--- config.mk ---
export PLATFORM = sky130hd
export DESIGN_NAME = aggregate_minimum_slot_table_flat
export DESIGN_NICKNAME = d
export VERILOG_FILES = /design/src/amst_pkg.sv /design/src/amst_if.sv /design/src/amst_ram.sv /design/src/aggregate_minimum_slot_table.sv /design/src/flat_wrapper.sv
export VERILOG_INCLUDE_DIRS = /design/src /design/src/src
export SDC_FILE = /design/constraint.sdc
export NUM_CORES = 2
export LEC_CHECK = 0
export ABC_AREA = 1
export BUFFER_PORTS_ARGS = -buffer_cell sky130_fd_sc_hd__buf_2
export CORE_MARGIN = 4
export CORE_UTILIZATION = 50
export CTS_CLUSTER_DIAMETER = 50
export DETAILED_ROUTE_END_ITERATION = 7
export PLACE_DENSITY = 0.66
export SETUP_SLACK_MARGIN = 0.2
export SYNTH_ARGS = -nofsm -noshare
export SYNTH_HDL_FRONTEND = slang
export SYNTH_SLANG_ARGS = --single-unit
--- constraint.sdc ---
create_clock -name clk -period 8.7 [get_ports clk]
set_clock_uncertainty 0.2 [all_clocks]
set_input_delay 2.175 -clock clk [delete_from_list [all_inputs] [get_ports clk]]
set_output_delay 2.175 -clock clk [all_outputs]
set_load 0.01 [all_outputs]
--- src/assert_macros.svh ---
// Assertion macros shared by the RTL.
// ASSERT_ALWAYS: cond holds at every rising clock edge outside reset.
// ASSERT_IMPLY:  same-cycle implication.
// ASSERT_NEXT:   next-cycle implication.
`ifndef ASSERT_MACROS_SVH
`define ASSERT_MACROS_SVH
`ifndef ASSERT_OFF
`define ASSERT_ALWAYS(lbl, clk, rst_n, cond, msg) \
    lbl: assert property (@(posedge clk) disable iff (!rst_n) (cond)) else $error(msg);
`define ASSERT_IMPLY(lbl, clk, rst_n, pre, post, msg) \
    lbl: assert property (@(posedge clk) disable iff (!rst_n) (pre) |-> (post)) else $error(msg);
`define ASSERT_NEXT(lbl, clk, rst_n, pre, post, msg) \
    lbl: assert property (@(posedge clk) disable iff (!rst_n) (pre) |=> (post)) else $error(msg);
`else
`define ASSERT_ALWAYS(lbl, clk, rst_n, cond, msg)
`define ASSERT_IMPLY(lbl, clk, rst_n, pre, post, msg)
`define ASSERT_NEXT(lbl, clk, rst_n, pre, post, msg)
`endif
`endif

--- src/amst_pkg.sv ---
package amst_pkg;

    // Default table geometry
    localparam int DEF_SLOTS   = 16;
    localparam int DEF_THREADS = 8;

    // Field widths
    localparam int MODE_W   = 2;
    localparam int VALUE_W  = 63;
    localparam int TID_W    = 3;
    localparam int STATUS_W = 2;

    // Operation codes
    localparam logic [MODE_W-1:0] MODE_ADD    = 2'd0;
    localparam logic [MODE_W-1:0] MODE_REMOVE = 2'd1;
    localparam logic [MODE_W-1:0] MODE_QUERY  = 2'd2;

    // Status codes
    localparam logic [STATUS_W-1:0] ST_OK      = 2'd0;
    localparam logic [STATUS_W-1:0] ST_FULL    = 2'd1;
    localparam logic [STATUS_W-1:0] ST_MISSING = 2'd2;

    // Sequencer states
    typedef enum logic [2:0] {
        S_IDLE,
        S_HINT,
        S_HCHK,
        S_SCAN,
        S_WRITE,
        S_RESP
    } state_t;

endpackage

--- src/amst_if.sv ---
// Request channel
interface amst_in_if;
    logic                           valid;
    logic                           ready;
    logic [amst_pkg::MODE_W-1:0]    mode;
    logic [amst_pkg::VALUE_W-1:0]   seq_value;
    logic [amst_pkg::TID_W-1:0]     thread_id;

    modport source (output valid, mode, seq_value, thread_id, input ready);
    modport sink   (input valid, mode, seq_value, thread_id, output ready);
endinterface

// Result channel
interface amst_out_if;
    logic                           valid;
    logic                           ready;
    logic [amst_pkg::STATUS_W-1:0]  status;
    logic                           min_valid;
    logic [amst_pkg::VALUE_W-1:0]   min_value;

    modport source (output valid, status, min_valid, min_value, input ready);
    modport sink   (input valid, status, min_valid, min_value, output ready);
endinterface

--- src/amst_ram.sv ---
// Simple dual-port RAM: one write port, one read port with registered data.
module amst_ram #(
    parameter int WIDTH = amst_pkg::VALUE_W,
    parameter int DEPTH = amst_pkg::DEF_SLOTS
) (
    input  logic                     clk,
    input  logic                     we,
    input  logic [$clog2(DEPTH)-1:0] waddr,
    input  logic [WIDTH-1:0]         wdata,
    input  logic [$clog2(DEPTH)-1:0] raddr,
    output logic [WIDTH-1:0]         rdata
);

    logic [WIDTH-1:0] mem [DEPTH];

    always_ff @(posedge clk)
    begin
        if (we)
        begin
            mem[waddr] <= wdata;
        end
        rdata <= mem[raddr];
    end

endmodule

--- src/aggregate_minimum_slot_table.sv ---
// Channel  Dir   Fields                            Beat taken when
// -------  ----  --------------------------------  ------------------------
// in       sink  mode, seq_value, thread_id        in.valid && in.ready
// out      src   status, min_valid, min_value      out.valid && out.ready
//
// One request at a time. After the accept a request passes S_HINT and S_HCHK;
// a hinted remove, a live-memo query or an unused mode then goes to S_RESP, a
// hinted add via S_WRITE; else S_SCAN reads slots up to high_water (one slot
// read per cycle on the RAM port and shared comparator), then S_WRITE/S_RESP.
// in.ready only while idle; S_RESP waits while a full output reg is not taken.
// Reset clears occupancy, hints, high-water mark and memo; no clearing pass.
`include "assert_macros.svh"

module aggregate_minimum_slot_table #(
    parameter int SLOTS   = amst_pkg::DEF_SLOTS,
    parameter int THREADS = amst_pkg::DEF_THREADS
) (
    input  logic       clk,
    input  logic       rst_n,
    amst_in_if.sink    in,
    amst_out_if.source out
);

    localparam int SLOT_W = $clog2(SLOTS);
    localparam int HW_W   = $clog2(SLOTS + 1);
    localparam int TIX_W  = (THREADS > 1) ? $clog2(THREADS) : 1;
    localparam int VW     = amst_pkg::VALUE_W;

    amst_pkg::state_t state_reg, state_next;

    // Request registers
    logic [amst_pkg::MODE_W-1:0]   mode_reg, mode_next;
    logic [VW-1:0]                 val_reg, val_next;
    logic [amst_pkg::TID_W-1:0]    tid_reg, tid_next;
    logic [SLOT_W-1:0]             hslot_reg, hslot_next;
    logic                          hint_ok_reg, hint_ok_next;
    logic [amst_pkg::STATUS_W-1:0] res_status_reg, res_status_next;

    // Scan pipeline
    logic [HW_W-1:0]   idx_reg, idx_next;
    logic              cmp_v_reg, cmp_v_next;
    logic [SLOT_W-1:0] cmp_idx_reg, cmp_idx_next;
    logic [SLOT_W-1:0] wr_addr_reg, wr_addr_next;

    // Table state
    logic [HW_W-1:0]    hw_reg, hw_next;
    logic [SLOTS-1:0]   occ_reg, occ_next;
    logic [SLOT_W-1:0]  hint_slot_reg [THREADS];
    logic [SLOT_W-1:0]  hint_slot_next [THREADS];
    logic [THREADS-1:0] hint_valid_reg, hint_valid_next;
    logic               memo_valid_reg, memo_valid_next;
    logic [VW-1:0]      memo_value_reg, memo_value_next;

    // Output register
    logic                          out_valid_reg, out_valid_next;
    logic [amst_pkg::STATUS_W-1:0] out_status_reg, out_status_next;
    logic                          out_min_valid_reg, out_min_valid_next;
    logic [VW-1:0]                 out_min_value_reg, out_min_value_next;

    // RAM port
    logic              ram_we;
    logic [SLOT_W-1:0] ram_raddr;
    logic [VW-1:0]     ram_rdata;

    // Shared comparator
    logic [VW-1:0] cmp_a, cmp_b;
    logic          cmp_lt, cmp_eq;

    // Decision signals
    logic             tid_in;
    logic [TIX_W-1:0] tid_ix;
    logic             hint_ok_now;
    logic             add_hint_hit, rem_hint_hit;
    logic             occ_c, scan_more, scan_done, full;
    logic             add_scan_hit, rem_scan_hit;
    logic             out_free, accept;

    amst_ram #(
        .WIDTH (VW),
        .DEPTH (SLOTS)
    ) u_slot_ram (
        .clk   (clk),
        .we    (ram_we),
        .waddr (wr_addr_reg),
        .wdata (val_reg),
        .raddr (ram_raddr),
        .rdata (ram_rdata)
    );

    assign in.ready      = (state_reg == amst_pkg::S_IDLE);
    assign out.valid     = out_valid_reg;
    assign out.status    = out_status_reg;
    assign out.min_valid = out_min_valid_reg;
    assign out.min_value = out_min_value_reg;

    assign accept   = in.valid && in.ready;
    assign out_free = !out_valid_reg || out.ready;

    // Comparator operand select: memo checks against the request value,
    // scans compare RAM data against the request value or the memo
    always_comb
    begin
        if (state_reg == amst_pkg::S_HINT || state_reg == amst_pkg::S_WRITE)
        begin
            cmp_a = val_reg;
            cmp_b = memo_value_reg;
        end
        else if (mode_reg == amst_pkg::MODE_REMOVE)
        begin
            cmp_a = ram_rdata;
            cmp_b = val_reg;
        end
        else
        begin
            cmp_a = ram_rdata;
            cmp_b = memo_value_reg;
        end
    end

    assign cmp_lt = cmp_a < cmp_b;
    assign cmp_eq = cmp_a == cmp_b;

    // Hint lookup and scan decisions
    always_comb
    begin
        tid_in       = 32'(tid_reg) < 32'(THREADS);
        tid_ix       = TIX_W'(tid_reg);
        hint_ok_now  = tid_in && hint_valid_reg[tid_ix]
                       && (HW_W'(hint_slot_reg[tid_ix]) < hw_reg);
        add_hint_hit = hint_ok_reg && !occ_reg[hslot_reg];
        rem_hint_hit = hint_ok_reg && occ_reg[hslot_reg] && cmp_eq;
        occ_c        = occ_reg[cmp_idx_reg];
        scan_more    = idx_reg < hw_reg;
        scan_done    = !scan_more && !cmp_v_reg;
        full         = hw_reg == HW_W'(SLOTS);
        add_scan_hit = cmp_v_reg && !occ_c;
        rem_scan_hit = cmp_v_reg && occ_c && cmp_eq;
    end

    // Next state
    always_comb
    begin
        state_next = state_reg;
        unique case (state_reg)
            amst_pkg::S_IDLE:
            begin
                if (accept)
                begin
                    state_next = amst_pkg::S_HINT;
                end
            end
            amst_pkg::S_HINT:
            begin
                state_next = amst_pkg::S_HCHK;
            end
            amst_pkg::S_HCHK:
            begin
                priority case (mode_reg)
                    amst_pkg::MODE_ADD:
                        state_next = add_hint_hit ? amst_pkg::S_WRITE : amst_pkg::S_SCAN;
                    amst_pkg::MODE_REMOVE:
                        state_next = rem_hint_hit ? amst_pkg::S_RESP : amst_pkg::S_SCAN;
                    amst_pkg::MODE_QUERY:
                        state_next = memo_valid_reg ? amst_pkg::S_RESP : amst_pkg::S_SCAN;
                    default:
                        state_next = amst_pkg::S_RESP;
                endcase
            end
            amst_pkg::S_SCAN:
            begin
                priority if (mode_reg == amst_pkg::MODE_ADD && add_scan_hit)
                begin
                    state_next = amst_pkg::S_WRITE;
                end
                else if (mode_reg == amst_pkg::MODE_ADD && scan_done)
                begin
                    state_next = full ? amst_pkg::S_RESP : amst_pkg::S_WRITE;
                end
                else if (mode_reg == amst_pkg::MODE_REMOVE && rem_scan_hit)
                begin
                    state_next = amst_pkg::S_RESP;
                end
                else if (scan_done)
                begin
                    state_next = amst_pkg::S_RESP;
                end
                else
                begin
                    state_next = amst_pkg::S_SCAN;
                end
            end
            amst_pkg::S_WRITE:
            begin
                state_next = amst_pkg::S_RESP;
            end
            amst_pkg::S_RESP:
            begin
                if (out_free)
                begin
                    state_next = amst_pkg::S_IDLE;
                end
            end
            default:
            begin
                state_next = amst_pkg::S_IDLE;
            end
        endcase
    end

    // Datapath and outputs
    always_comb
    begin
        mode_next          = mode_reg;
        val_next           = val_reg;
        tid_next           = tid_reg;
        hslot_next         = hslot_reg;
        hint_ok_next       = hint_ok_reg;
        res_status_next    = res_status_reg;
        idx_next           = idx_reg;
        cmp_v_next         = cmp_v_reg;
        cmp_idx_next       = cmp_idx_reg;
        wr_addr_next       = wr_addr_reg;
        hw_next            = hw_reg;
        occ_next           = occ_reg;
        hint_slot_next     = hint_slot_reg;
        hint_valid_next    = hint_valid_reg;
        memo_valid_next    = memo_valid_reg;
        memo_value_next    = memo_value_reg;
        out_valid_next     = out_valid_reg;
        out_status_next    = out_status_reg;
        out_min_valid_next = out_min_valid_reg;
        out_min_value_next = out_min_value_reg;
        ram_we             = 1'b0;
        ram_raddr          = idx_reg[SLOT_W-1:0];

        // result beat taken
        if (out_valid_reg && out.ready)
        begin
            out_valid_next = 1'b0;
        end

        unique case (state_reg)
            amst_pkg::S_IDLE:
            begin
                if (accept)
                begin
                    mode_next       = in.mode;
                    val_next        = in.seq_value;
                    tid_next        = in.thread_id;
                    res_status_next = amst_pkg::ST_OK;
                end
            end
            amst_pkg::S_HINT:
            begin
                // read hinted slot; a remove drops a matching memo up front
                ram_raddr    = hint_slot_reg[tid_ix];
                hslot_next   = hint_slot_reg[tid_ix];
                hint_ok_next = hint_ok_now;
                idx_next     = '0;
                cmp_v_next   = 1'b0;
                if (mode_reg == amst_pkg::MODE_REMOVE && memo_valid_reg && cmp_eq)
                begin
                    memo_valid_next = 1'b0;
                end
            end
            amst_pkg::S_HCHK:
            begin
                if (mode_reg == amst_pkg::MODE_ADD && add_hint_hit)
                begin
                    wr_addr_next = hslot_reg;
                end
                if (mode_reg == amst_pkg::MODE_REMOVE && rem_hint_hit)
                begin
                    occ_next[hslot_reg] = 1'b0;
                end
            end
            amst_pkg::S_SCAN:
            begin
                // issue next slot read
                if (scan_more)
                begin
                    cmp_v_next   = 1'b1;
                    cmp_idx_next = idx_reg[SLOT_W-1:0];
                    idx_next     = idx_reg + HW_W'(1);
                end
                else
                begin
                    cmp_v_next = 1'b0;
                end

                // evaluate slot read last cycle
                priority case (mode_reg)
                    amst_pkg::MODE_ADD:
                    begin
                        if (add_scan_hit)
                        begin
                            cmp_v_next   = 1'b0;
                            wr_addr_next = cmp_idx_reg;
                            if (tid_in)
                            begin
                                hint_slot_next[tid_ix]  = cmp_idx_reg;
                                hint_valid_next[tid_ix] = 1'b1;
                            end
                        end
                        else if (scan_done)
                        begin
                            if (full)
                            begin
                                res_status_next = amst_pkg::ST_FULL;
                            end
                            else
                            begin
                                wr_addr_next = hw_reg[SLOT_W-1:0];
                                hw_next      = hw_reg + HW_W'(1);
                                if (tid_in)
                                begin
                                    hint_slot_next[tid_ix]  = hw_reg[SLOT_W-1:0];
                                    hint_valid_next[tid_ix] = 1'b1;
                                end
                            end
                        end
                    end
                    amst_pkg::MODE_REMOVE:
                    begin
                        if (rem_scan_hit)
                        begin
                            cmp_v_next            = 1'b0;
                            occ_next[cmp_idx_reg] = 1'b0;
                        end
                        else if (scan_done)
                        begin
                            res_status_next = amst_pkg::ST_MISSING;
                        end
                    end
                    amst_pkg::MODE_QUERY:
                    begin
                        if (cmp_v_reg && occ_c && (!memo_valid_reg || cmp_lt))
                        begin
                            memo_valid_next = 1'b1;
                            memo_value_next = ram_rdata;
                        end
                    end
                    default:
                    begin
                        cmp_v_next = 1'b0;
                    end
                endcase
            end
            amst_pkg::S_WRITE:
            begin
                ram_we                = 1'b1;
                occ_next[wr_addr_reg] = 1'b1;
                if (memo_valid_reg && cmp_lt)
                begin
                    memo_value_next = val_reg;
                end
            end
            amst_pkg::S_RESP:
            begin
                if (out_free)
                begin
                    out_valid_next     = 1'b1;
                    out_status_next    = res_status_reg;
                    out_min_valid_next = (mode_reg == amst_pkg::MODE_QUERY) && memo_valid_reg;
                    out_min_value_next = out_min_valid_next ? memo_value_reg : '0;
                end
            end
            default:
            begin
                cmp_v_next = 1'b0;
            end
        endcase
    end

    // Control state
    always_ff @(posedge clk or negedge rst_n)
    begin
        if (!rst_n)
        begin
            state_reg      <= amst_pkg::S_IDLE;
            cmp_v_reg      <= 1'b0;
            hw_reg         <= '0;
            occ_reg        <= '0;
            hint_valid_reg <= '0;
            memo_valid_reg <= 1'b0;
            memo_value_reg <= '0;
            out_valid_reg  <= 1'b0;
        end
        else
        begin
            state_reg      <= state_next;
            cmp_v_reg      <= cmp_v_next;
            hw_reg         <= hw_next;
            occ_reg        <= occ_next;
            hint_valid_reg <= hint_valid_next;
            memo_valid_reg <= memo_valid_next;
            memo_value_reg <= memo_value_next;
            out_valid_reg  <= out_valid_next;
        end
    end

    // Payload registers
    always_ff @(posedge clk)
    begin
        mode_reg          <= mode_next;
        val_reg           <= val_next;
        tid_reg           <= tid_next;
        hslot_reg         <= hslot_next;
        hint_ok_reg       <= hint_ok_next;
        res_status_reg    <= res_status_next;
        idx_reg           <= idx_next;
        cmp_idx_reg       <= cmp_idx_next;
        wr_addr_reg       <= wr_addr_next;
        hint_slot_reg     <= hint_slot_next;
        out_status_reg    <= out_status_next;
        out_min_valid_reg <= out_min_valid_next;
        out_min_value_reg <= out_min_value_next;
    end

    // Checks
    `ASSERT_ALWAYS(a_hw_bound, clk, rst_n, hw_reg <= HW_W'(SLOTS), "high-water mark past table size")
    `ASSERT_IMPLY(a_cmp_in_scan, clk, rst_n, cmp_v_reg, state_reg == amst_pkg::S_SCAN, "scan stage live outside scan")
    `ASSERT_NEXT(a_resp_load, clk, rst_n, state_reg == amst_pkg::S_RESP && out_free, out_valid_reg && state_reg == amst_pkg::S_IDLE, "result not loaded")
    `ASSERT_IMPLY(a_full_hw, clk, rst_n, out_valid_reg && out_status_reg == amst_pkg::ST_FULL, hw_reg == HW_W'(SLOTS), "full status with room left")

endmodule

--- src/flat_wrapper.sv ---
// flat-port wrapper written by rule: the top's interface ports become plain ports
module aggregate_minimum_slot_table_flat 
#(
    parameter int SLOTS   = amst_pkg::DEF_SLOTS,
    parameter int THREADS = amst_pkg::DEF_THREADS
)
  (clk, rst_n, in_valid, in_mode, in_seq_value, in_thread_id, in_ready, out_valid, out_status, out_min_valid, out_min_value, out_ready);
  amst_in_if in_i ();
  amst_out_if out_i ();
  input  logic clk;
  input  logic rst_n;
  input wire logic [$bits(in_i.valid)-1:0] in_valid;
  input wire logic [$bits(in_i.mode)-1:0] in_mode;
  input wire logic [$bits(in_i.seq_value)-1:0] in_seq_value;
  input wire logic [$bits(in_i.thread_id)-1:0] in_thread_id;
  output wire logic [$bits(in_i.ready)-1:0] in_ready;
  output wire logic [$bits(out_i.valid)-1:0] out_valid;
  output wire logic [$bits(out_i.status)-1:0] out_status;
  output wire logic [$bits(out_i.min_valid)-1:0] out_min_valid;
  output wire logic [$bits(out_i.min_value)-1:0] out_min_value;
  input wire logic [$bits(out_i.ready)-1:0] out_ready;
  assign in_i.valid = in_valid;
  assign in_i.mode = in_mode;
  assign in_i.seq_value = in_seq_value;
  assign in_i.thread_id = in_thread_id;
  assign in_ready = in_i.ready;
  assign out_valid = out_i.valid;
  assign out_status = out_i.status;
  assign out_min_valid = out_i.min_valid;
  assign out_min_value = out_i.min_value;
  assign out_i.ready = out_ready;
  aggregate_minimum_slot_table #(.SLOTS(SLOTS), .THREADS(THREADS)) u_core (.clk(clk), .rst_n(rst_n), .in(in_i), .out(out_i));
endmodule
==> results.txt <==
----------------------------------------------------
[Run status]
  Outcome ... complete, no violations

[STA]
  Slew at the pin closest to its max-slew limit ... 1.246 ns
  Setup violators final ... 0
  Number of hold violations in the final report ... 0
  Worst max-slew margin expressed relative to the limit ... between 10% and 20%
  Final worst-path setup slack ... between 2 and 2.5 ns
  Setup repair after global routing missed its margin ... no
  Count of pins over their slew limit ... 0
  Maximum clock frequency ... 0.1516 GHz
  Portion of the clock cycle consumed by the worst path in the final layout ... between 70 and 80%
  Aggregate negative setup slack ... 0 ns
  Final critical delay including setup and external delays ... 6.597 ns

[Clock network]
  Worst-path clk slew ... 0.06 ns
  Clock sink count ... 1355
  CTS Root Buffer Type ... sky130_fd_sc_hd__clkbuf_16
  Number of buffers on the longest clock path ... 3
  Post_cts resized ... 0
  Later-pin clock latency in the skew report ... 0.76 ns
  Hold-fix buffer count after cts ... 0
  # H-tree levels ... 4
  Post CTS Setup Buffer Count ... 0
  Number of CTS-inserted buffers ... 150
  CTS tree ... yes

[Route]
  Number of design rule violations left after detail routing ... 0
  Post-DR vias/cell ... 5.559
  Detailed Route Iter0 Violations ... 4050
  TritonRoute pass-1 iters ... 6
  Via count ... 38180
  Antenna-violating nets left ... 0
  Total wire length after detailed routing ... 144500 um
  Wire length per cell after detailed routing ... about 21 um

[Pwr]
  Leakage ... ~25 nW
  Max IR drop VDD ... between 300 and 400 uV
  Power per standard cell area ... around 360 mW/mm^2

[Synth]
  Cell type with the largest total area after synthesis ... sky130_fd_sc_hd__edfxtp_1
  Share of Yosys cell area claimed by the top area cell type ... 62.21%
  Total nets after synthesis ... 5309
  Cell variety after synth ... 42
  Register area share after synthesis ... approximately two thirds
  Number of warning messages in the yosys log ... 0
  XOR/XNOR share of the synthesized area ... 0.09117%
  Post-Synthesis Cells ... 5160
  Post-synthesis cell area ... 0.05764 mm^2
  Simple-gate area share of the yosys netlist ... ~11%
  Multiplexer fraction of the synthesized cell area ... 0%
  Top cells by area in the synthesized netlist ... sky130_fd_sc_hd__edfxtp_1 62%, sky130_fd_sc_hd__nand2_1 5.1%, sky130_fd_sc_hd__inv_1 4.9%
  Synth Flop Type ... sky130_fd_sc_hd__edfxtp_1
  Proportion of register bits with asynchronous set or reset after synthesis ... 7.232%
  Average footprint of a synthesized cell ... 11.17 um^2
  Dominant combinational cell family by area after synthesis ... compound AO/OA/AOI/OAI gates
  Adder-cell share of the synthesized area ... 1.672%
  Area fraction in compound gates after synthesis ... 11.40%
  Post-synthesis sequential element count ... 1355
  Post-synth EDFFs ... 1194

[Layout]
  Area of the multi-input gates ... between 0.01 and 0.015 mm^2
  Share of layout cells above drive strength 1 ... under 10%
  Largest register FFs ... 1008
  Register area ... 0.03957 mm^2
  Register name with the most flops ... u_core.u_slot_ram.mem
  Area added between synthesis and finish ... 12.42%
  Count of filler cells inserted in the layout ... 9365
  Layout net count ... around 5400

[Global routing]
  Number of global-route vias before repair ... 35740
  Pin count of the biggest net entering global routing ... 205
  GRT Overall Usage ... between 20% and 30%
  Global-route wire length before repair ... about 220000 um
  Number of antenna violations at the first check in global routing ... 1
  Overflow after GRT ... 0

[Worst setup path]
  Element type at the critical path start ... flip-flop
  Ordered list of cells on the worst path ... inv_1 > nand2_1 > nor2_2 > inv_4 > nand2_4 > buf_4 > a21oi_1 > ha_1 > a21oi_1 > o21ai_0 > a21oi_1 > nand2_1 > a21oi_1 > nand3_1 > a21oi_4 > buf_4 > nand2_4 > nand2_1 > nand2_1
  CP bufs+invs ... 4
  Worst Path Required ... roughly 9.1 ns
  Crit path max fanout ... 96
  Type of destination of the critical path ... flip-flop
  CP arrival ... 7.02 ns
  Type of the setup path with the least slack ... flip-flop to flip-flop
  Dominant delay contributor by cell family on the critical path ... simple AND/OR/NAND/NOR gates
  Library cell contributing the largest single delay on the critical path ... sky130_fd_sc_hd__buf_4
  Crit-path max cell delay ... slightly above 0.8 ns

[Floorplanning]
  Std-Cell Core Area ... between 0.1 and 0.15 mm^2
  Area of the die ... 0.1208 mm^2
  Cell Rows ... 124
  I/O pin count ... 140
  Die outline height ... 347.5 um
  Die X-Extent ... 347.5 um
  Starting density of the core ... between 50% and 60%

[Placement]
  Port Buf Inserts ... between 100 and 150
  Detailed placer's ending HPWL ... ~81000 um
  Final weighted congestion of routability-driven global placement ... 0.8638
  Place WS ... 2.299 ns

[Run]
  Maximum Capacitance Violations ... 0

[Min path]
  Tightest Hold Check Type ... flip-flop to flip-flop

----------------------------------------------------
## through the flow
step                      instance area, um^2  utilization [%]  power [W]  hold slack (ns)  cells
after CTS                               64790            56.66    0.02355           0.2322   6866
after global placement                  59710            52.22    0.01691           0.2237   6586
after detailed placement                59710            52.22    0.01707           0.2164   6586
final                                   64790            56.67    0.02348           0.2353   6867
after floorplan                         57640                -    0.01464           0.2003   5160
after global routing                    64790            56.66    0.02501           0.2602   6866
## worst register-to-register path, delay by kind of cell, from the launching register on
family,cells,cell delay (ns)
buf+inv,4,2.00
simple gates,8,2.23
flops,1,0.44
compound gates,6,1.24
fa+ha+maj,1,0.36
## final cells by class
| type | count | area share [%] |
|---|---|---|
| diodes | 1 | 0.003862 |
| clock buffers | 199 | 6.409 |
| clock inverters | 81 | 1.427 |
| inverters | 753 | 4.368 |
| multi-input cells | 2767 | 21.92 |
| flip-flops and latches | 1355 | 61.07 |
| well taps | 1512 | 2.920 |
| repair buffers | 199 | 1.889 |
## per-layer routing
layer / up-vias / track usage [%] / routed length [um]
met4: 0 / 7.786 / 4230
met1: 18360 / 33.53 / 61860
li1: 18090 / - / -
met2: 1490 / 37.50 / 67160
met5: - / 0 / 0
met3: 241 / 4.016 / 11200
## cell usage in the layout (no fill, tap or decap), types with 8 or more instances in the layout
cell / instances
sky130_fd_sc_hd__buf_4: 55
sky130_fd_sc_hd__bufinv_16: 15
sky130_fd_sc_hd__clkinv_1: 13
sky130_fd_sc_hd__o21ai_1: 129
sky130_fd_sc_hd__clkbuf_8: 13
sky130_fd_sc_hd__nor3_1: 12
sky130_fd_sc_hd__inv_6: 13
sky130_fd_sc_hd__nand4_1: 17
sky130_fd_sc_hd__buf_2: 138
sky130_fd_sc_hd__clkbuf_16: 154
sky130_fd_sc_hd__edfxtp_1: 1194
sky130_fd_sc_hd__clkinv_2: 21
sky130_fd_sc_hd__inv_1: 745
sky130_fd_sc_hd__nand2_1: 783
sky130_fd_sc_hd__clkbuf_1: 32
sky130_fd_sc_hd__dfxtp_1: 63
sky130_fd_sc_hd__o21ai_0: 336
sky130_fd_sc_hd__ha_1: 77
sky130_fd_sc_hd__clkinvlp_4: 8
sky130_fd_sc_hd__a22oi_1: 10
sky130_fd_sc_hd__nor2_4: 19
sky130_fd_sc_hd__o22ai_1: 12
sky130_fd_sc_hd__nor2_1: 249
sky130_fd_sc_hd__dfrtp_1: 98
sky130_fd_sc_hd__nand3_1: 419
sky130_fd_sc_hd__o211ai_1: 257
sky130_fd_sc_hd__a21oi_1: 397
## worst paths after layout
check / startpoint / end / slack [ns] / cells after the start
worst max register to register: u_core.state_reg[1] / u_core.memo_value_reg[24] / 2.10 / 19
worst min-delay path: u_core.res_status_reg[0] / u_core.out.status[0] / 0.24 / 0
max in group asynchronous: rst_n / u_core.memo_value_reg[3] / 5.67 / 2
worst min register to register: u_core.res_status_reg[0] / u_core.out.status[0] / 0.24 / 0
min in group asynchronous: rst_n / u_core.occ_reg[13] / 1.29 / 1
worst max-delay path: u_core.state_reg[1] / u_core.memo_value_reg[24] / 2.10 / 19
## synth_stat cells (5+ instances only)
master,n
sky130_fd_sc_hd__ha_1,77
sky130_fd_sc_hd__a22oi_1,10
sky130_fd_sc_hd__clkbuf_1,115
sky130_fd_sc_hd__o211ai_1,257
sky130_fd_sc_hd__nand3_2,5
sky130_fd_sc_hd__dfxtp_1,63
sky130_fd_sc_hd__o21ai_0,336
sky130_fd_sc_hd__buf_1,12
sky130_fd_sc_hd__o21ai_1,129
sky130_fd_sc_hd__buf_2,149
sky130_fd_sc_hd__nand3_1,419
sky130_fd_sc_hd__nand2_1,788
sky130_fd_sc_hd__edfxtp_1,1194
sky130_fd_sc_hd__nor2_1,268
sky130_fd_sc_hd__a21oi_1,397
sky130_fd_sc_hd__nor3_1,12
sky130_fd_sc_hd__buf_4,6
sky130_fd_sc_hd__xor2_1,5
sky130_fd_sc_hd__inv_2,8
sky130_fd_sc_hd__o22ai_1,12
sky130_fd_sc_hd__dfrtp_1,98
sky130_fd_sc_hd__nand4_1,17
sky130_fd_sc_hd__inv_1,745
## cells by family (layout without fill, tap and decap cells)
family / Yosys count / in the layout
simple gates: 1521 / 1521
fa+ha+maj: 77 / 77
other cells: 0 / 1
compound gates: 1163 / 1163
flops: 1355 / 1355
xor+xnor: 6 / 6
buf+inv: 1038 / 1232
## power by group
| part | internal (W) | switching (W) | total (W) |
|---|---|---|---|
| clock network | 0.00384 | 0.00261 | 0.00645 |
| registers | 0.00794 | 0.000567 | 0.00851 |
| logic | 0.00258 | 0.00594 | 0.00853 |
(Power assumes the default switching activity.)
